**config.mk**
```make
export PLATFORM = sky130hd
export DESIGN_NAME = b2s_ctrl
export DESIGN_NICKNAME = d
export VERILOG_FILES = /design/src/sv/b2s_pkg.sv /design/src/sv/b2s_ctrl.sv
export SDC_FILE = /design/constraint.sdc
export NUM_CORES = 1
export LEC_CHECK = 0
export BUFFER_PORTS_ARGS = -buffer_cell sky130_fd_sc_hd__buf_2
export CORE_AREA = 4 4 59 61
export CTS_CLUSTER_SIZE = 16
export DETAILED_ROUTE_END_ITERATION = 6
export DIE_AREA = 0 0 63 65
export GPL_TIMING_DRIVEN = 0
export PLACE_DENSITY = 0.77
export SLEW_MARGIN = 20
export SYNTH_ARGS = -nofsm -noshare
export SYNTH_HDL_FRONTEND = slang
export SYNTH_SLANG_ARGS = --single-unit
```
**constraint.sdc**
```tcl
create_clock -name clk -period 4.4 [get_ports clk]
set_input_delay 0.88 -clock clk [delete_from_list [all_inputs] [get_ports clk]]
set_output_delay 0.88 -clock clk [all_outputs]
set_load 0.005 [all_outputs]
```
**src/sv/b2s_pkg.sv**
```systemverilog
// Package: shared constants, types and functions for the BLAKE2s keyed hash.
`timescale 1ns / 1ps
package b2s_pkg;

    localparam int DIGEST_BYTES_MAX = 32;
    localparam int KEY_BYTES_MAX    = 32;
    localparam int CFG_ADDR_W       = 3;
    localparam int CFG_DATA_W       = 64;

    localparam logic [CFG_ADDR_W-1:0] REG_DIGEST_LEN = 3'd0;
    localparam logic [CFG_ADDR_W-1:0] REG_KEY_LEN    = 3'd1;
    localparam logic [CFG_ADDR_W-1:0] REG_KEY0       = 3'd2;
    localparam logic [CFG_ADDR_W-1:0] REG_KEY1       = 3'd3;
    localparam logic [CFG_ADDR_W-1:0] REG_KEY2       = 3'd4;
    localparam logic [CFG_ADDR_W-1:0] REG_KEY3       = 3'd5;

    localparam logic [31:0] PARAM_BASE = 32'h0101_0000;

    typedef logic [31:0] word_t;

    // controller -> datapath commands
    typedef struct packed {
        logic       start_msg;   // load IV/param, key block
        logic       push_word;   // append current input bytes
        logic       flush_full;  // compress full buffer (not final)
        logic       pad_final;   // add fill to counter, prepare final
        logic       comp_init;   // load v from h
        logic       comp_step;   // one G step
        logic       comp_done;   // fold v into h
        logic       final_blk;   // last-block flag for comp_init
        logic       clear_msg;   // clear buffer/counter
        logic [2:0] byte_take;   // bytes to append this push
    } cmd_t;

    // datapath -> controller status
    typedef struct packed {
        logic       buf_full;
        logic [6:0] fill;
        logic [5:0] dlen;
    } stat_t;

    function automatic word_t iv_word(input logic [2:0] i);
        word_t r;
        case (i)
            3'd0: r = 32'h6A09E667;
            3'd1: r = 32'hBB67AE85;
            3'd2: r = 32'h3C6EF372;
            3'd3: r = 32'hA54FF53A;
            3'd4: r = 32'h510E527F;
            3'd5: r = 32'h9B05688C;
            3'd6: r = 32'h1F83D9AB;
            default: r = 32'h5BE0CD19;
        endcase
        return r;
    endfunction

    function automatic word_t rotr(input word_t x, input int n);
        return (x >> n) | (x << (32 - n));
    endfunction

endpackage

```
**src/sv/b2s_ctrl.sv**
```systemverilog
// Controller: sequences message intake, compressions and digest output.
`timescale 1ns / 1ps
module b2s_ctrl (
    input  logic              clk,
    input  logic              rst_n,
    input  logic              in_valid,
    output logic              in_ready,
    input  logic [2:0]        byte_count,
    input  logic              last_word,
    output logic              out_valid,
    input  logic              out_ready,
    output logic [2:0]        digest_index,
    output logic              last_digest_word,
    output b2s_pkg::cmd_t     cmd,
    input  b2s_pkg::stat_t    stat
);
    localparam logic [2:0] ST_IDLE = 3'd0;
    localparam logic [2:0] ST_COMP = 3'd1;
    localparam logic [2:0] ST_PUSH = 3'd2;
    localparam logic [2:0] ST_OUT  = 3'd3;
    localparam logic [2:0] ST_INIT = 3'd4;

    logic [2:0] state_reg, state_next;
    logic [6:0] step_reg, step_next;   // 80 G steps
    logic       fin_reg, fin_next;
    logic       open_reg, open_next;
    logic       lastw_reg, lastw_next;
    logic [2:0] take_reg, take_next;
    logic [2:0] idx_reg, idx_next;
    logic [2:0] nw_m1;
    logic [2:0] cnt_sat;
    logic [6:0] room;
    logic [2:0] take_fit;

    assign cnt_sat = (byte_count > 3'd4) ? 3'd4 : byte_count;
    assign nw_m1   = 3'((stat.dlen + 6'd3) >> 2) - 3'd1;

    // bytes that still fit in the buffer; the rest waits for a flush
    assign room     = 7'd64 - stat.fill;
    assign take_fit = ({4'd0, take_reg} > room) ? room[2:0] : take_reg;

    assign in_ready         = (state_reg == ST_IDLE);
    assign out_valid        = (state_reg == ST_OUT);
    assign digest_index     = idx_reg;
    assign last_digest_word = (idx_reg == nw_m1);

    always_comb
    begin
        state_next = state_reg;
        step_next  = step_reg;
        fin_next   = fin_reg;
        open_next  = open_reg;
        lastw_next = lastw_reg;
        take_next  = take_reg;
        idx_next   = idx_reg;
        cmd        = '0;
        cmd.byte_take = take_fit;
        cmd.final_blk = fin_reg;
        case (state_reg)
            ST_IDLE:
            begin
                if (in_valid)
                begin
                    take_next  = cnt_sat;
                    lastw_next = last_word;
                    if (!open_reg)
                    begin
                        cmd.start_msg = 1'b1;
                        open_next = 1'b1;
                    end
                    state_next = ST_PUSH;
                end
            end
            ST_PUSH:
            begin
                if (take_reg != 3'd0 && stat.buf_full)
                begin
                    cmd.flush_full = 1'b1;
                    fin_next   = 1'b0;
                    state_next = ST_INIT;
                end
                else
                begin
                    cmd.push_word = 1'b1;
                    take_next = take_reg - take_fit;
                    if (take_reg != take_fit)
                        state_next = ST_PUSH;
                    else if (lastw_reg)
                    begin
                        cmd.pad_final = 1'b1;
                        fin_next   = 1'b1;
                        state_next = ST_INIT;
                    end
                    else
                        state_next = ST_IDLE;
                end
            end
            ST_INIT:
            begin
                cmd.comp_init = 1'b1;
                step_next  = '0;
                state_next = ST_COMP;
            end
            ST_COMP:
            begin
                cmd.comp_step = 1'b1;
                step_next = step_reg + 7'd1;
                if (step_reg == 7'd79)
                begin
                    cmd.comp_done = 1'b1;
                    if (fin_reg)
                    begin
                        idx_next   = '0;
                        state_next = ST_OUT;
                    end
                    else
                        state_next = ST_PUSH;
                end
            end
            ST_OUT:
            begin
                if (out_ready)
                begin
                    idx_next = idx_reg + 3'd1;
                    if (idx_reg == nw_m1)
                    begin
                        cmd.clear_msg = 1'b1;
                        open_next  = 1'b0;
                        state_next = ST_IDLE;
                    end
                end
            end
            default: state_next = ST_IDLE;
        endcase
    end

    always_ff @(posedge clk or negedge rst_n)
    begin
        if (!rst_n)
        begin
            state_reg <= ST_IDLE;
            step_reg  <= '0;
            fin_reg   <= 1'b0;
            open_reg  <= 1'b0;
            lastw_reg <= 1'b0;
            take_reg  <= '0;
            idx_reg   <= '0;
        end
        else
        begin
            state_reg <= state_next;
            step_reg  <= step_next;
            fin_reg   <= fin_next;
            open_reg  <= open_next;
            lastw_reg <= lastw_next;
            take_reg  <= take_next;
            idx_reg   <= idx_next;
        end
    end
endmodule

```
==> results.cfg <==
[logic_synthesis]
async_flop_share = 1.00
ys_ff_latch = 19
yosysTopAreaCellShare = 0.315
seq_area_frac_synth = 0.315
synthFlopType = dfrtp_1
synth_edf_count = 0
yosysMostFrequentCell = nand2_1
synthTopCellsByCount = nand2_1 (22), dfrtp_1 (19), nor2_1 (15)
synthTopCellsByArea = dfrtp_1 (31%), ha_1 (7.5%), nand2_1 (5.5%), o21ai_0 (4.6%), nor2_1 (3.7%)
syn-instance-count = 177
syn_area_per_cell_um2 = 8.54
synthDistinctLibCells = 47
synth_nets = 209
netlist_area_um2 = 1510
yosysWarningCount = 0
synth_area_leader_cell = dfrtp_1

[route]
postRouteAntennaNets = 0
drt_iter0_drc = 43
finalWirelength_um = 3450
routedWlPerCell_um = 13.2
via_count = 1428
drc = 0
drt_pass1_iterations = 4
viasPerCell = 5.47

[hold_path]
hold_start = step_reg[6]
whs_endpoint = step_reg[6]
worstHoldPathCells = 1
hold_path.class = register to register

[setup_path]
critPathLaunchType = input pin
r2r_setup_slack_ns = 1.64
rr_startpoint = take_reg[0]
worst-path-max-fanout = 4
cpMaxStageDelayCell = or3_4
crit_family = simple AND/OR/NAND/NOR gates
crit_type = input pin to primary output
crit_chain = buf_2 -> inv_1 -> ha_2 -> xnor2_2 -> inv_2 -> ha_4 -> nand4b_1 -> o2111ai_4 -> nor2_4 -> buf_4 -> nand2_1 -> o21ai_2 -> ha_1 -> nand2_1 -> or3_4 -> nor2_4 -> buf_2
critPathRequiredTime_ns = 3.52
cp_slowest_stage_delay_ns = 0.35
cp.arrival_ns = 3.40
end_kind = primary output
crit_buf_inv = 5
ff2ff_path_depth = 14
rr_endpoint = take_reg[2]

[floorplan]
ios = 40
fp.dieW_um = 63
rows = 20
core_area_um2 = 2980
die_area_um2 = 4100
initial_utilization = 0.508
die_h_um = 65

[run_status]
status = complete, no violations

[grt]
grt_pass1_wl_um = 5730
overflow = 0
grt_pass1_vias = 1303
grt_max_degree = 20
antenna_found_initial = 0
grtUsageTotal = 0.173

[timing]
relSlewSlack = 0.653
worst_pin_slew_ns = 0.519
skew_ns = 0.00163
post-route-min-period_ns = 4.28
finalHoldViolations = 0
fmax_ghz = 0.234
fin_crit_sh = 0.973
finalSetupViolCount = 0
drv_slew = 0

[layout]
drive_gt1_frac = 0.333
area_growth_pct = 25.2
diodes = 0
nNetsFinal = 261
largest_reg_flops = 7
n_fill_cell = 264
multiInputGateArea_um2 = 1010
final_cells = 261
seqCellArea_um2 = 475

[clocking]
cts.clk_slew.worst_paths_ns = 0.11
hold_buffers = 0
clock_latency_ns = 0.30
cts_tree = built
cts.sinks = 19
cts_root_buf = clkbuf_4
clockBufferDepth = 2
cts_buffers = 3
h-tree-depth = 1

[power]
total_power_mw = 0.979
p_leak_nw = 0.910
cellPowerDensity_nw_per_um2 = 517
vdd_drop_max_v = 0.000305

[placed_design]
io_buffers = 38
place.gp.congestion = 0.796
dp_cells = 248
post-dp-hpwl_um = 2540

[flow_run]
maxCapViolCount = 0
-- cells by family after synthesis --
family | count (synthesis) | share of synthesized area
buffers and inverters | 19 | 0.0513
and+or+nand+nor | 73 | 0.258
muxes | 4 | 0.0290
AOI/OAI and AO/OA | 42 | 0.183
xor gates and xnor gates | 10 | 0.0762
adders and majority gates | 10 | 0.0878
DFF | 19 | 0.315
-- timing repair --
action	4_1_cts	5_1_grt
gates resized for setup	5	6
setup endpoints to repair	1	1
buffers inserted	5	4
pin swaps	4	5
-- routing by layer --
layer | vias up | global-route usage | routed length (um)
li1 | 724 | - | -
met1 | 666 | 0.224 | 1590
met2 | 34 | 0.292 | 1660
met3 | 4 | 0.0381 | 162
met4 | 0 | 0.0413 | 40
met5 | - | 0 | 0
-- power by group --
group / internal, mW / switching [mW] / leakage [nW]
sequential: 0.234 / 0.0631 / 0.238
combinational: 0.279 / 0.313 / 0.654
clock: 0.0339 / 0.0556 / 0.0177
-- through the flow --
step	TNS, ns	setup WS [ns]	area, um2	util	hold slack [ns]
2_1_floorplan	0	0.264	1510	-	0.449
3_3_place_gp	-0.211	-0.211	1740	0.585	0.475
3_5_place_dp	-0.243	-0.243	1740	0.585	0.479
4_1_cts	0	0.00600	1840	0.616	0.496
5_1_grt	-0.0535	-0.0535	1890	0.635	0.507
6_report	0	0.120	1890	0.635	0.490
-- worst reg2reg max path, stage by stage, from the launching register on --
cell and delay [ns]:
dfrtp_1 0.39, inv_1 0.14, ha_1 0.26, nand4b_1 0.14
o2111ai_4 0.17, nor2_4 0.19, buf_4 0.14, nand2_1 0.06
o21ai_2 0.08, ha_1 0.17, inv_1 0.05, fa_1 0.37
nor4_1 0.26, nand3b_1 0.15, a31oi_1 0.08
-- how the worst max path moves through the flow --
stage / to / from / cells past startpoint / slack (ns)
final: cmd[8] / stat[6] / 17 / 0.12
after global routing: cmd[8] / stat[6] / 17 / -0.05
after CTS: cmd[8] / stat[6] / 17 / 0.006
after detailed placement: cmd[8] / stat[6] / 16 / -0.24
after floorplan: cmd[8] / stat[6] / 14 / 0.26
after global placement: cmd[8] / stat[6] / 16 / -0.21
-- cells in the final DEF (no fill, tap or decap), types with 2 or more instances in the layout --
| master | instances |
|---|---|
| buf_2 | 40 |
| nand2_1 | 22 |
| dfrtp_1 | 19 |
| nor2_1 | 14 |
| o21ai_0 | 13 |
| a21oi_1 | 11 |
| inv_1 | 10 |
| buf_4 | 10 |
| nand3_1 | 7 |
| ha_1 | 7 |
| xor2_1 | 4 |
| clkbuf_1 | 3 |
| nor3_1 | 3 |
| nor2b_1 | 3 |
| nand2b_1 | 3 |
| inv_2 | 3 |
| xnor2_1 | 3 |
| and3_1 | 3 |
| o21ai_1 | 3 |
| clkbuf_4 | 3 |
| a21oi_2 | 2 |
| nor3_2 | 2 |
| nor2_4 | 2 |
| and2_1 | 2 |
| xnor3_1 | 2 |
| mux2_2 | 2 |
| nand4_1 | 2 |
| o31ai_1 | 2 |
| nor3b_1 | 2 |
| a21boi_1 | 2 |
-- cell type report --
type / count / area share
Multi-Input combinational cell: 139 / 0.535
Sequential cell: 19 / 0.251
Timing Repair Buffer: 47 / 0.136
Inverter: 13 / 0.0258
Tap cell: 33 / 0.0218
Buffer: 6 / 0.0152
Clock buffer: 3 / 0.0119
Clock inverter: 1 / 0.00265
No activity file was read; power rests on OpenSTA's default activity.
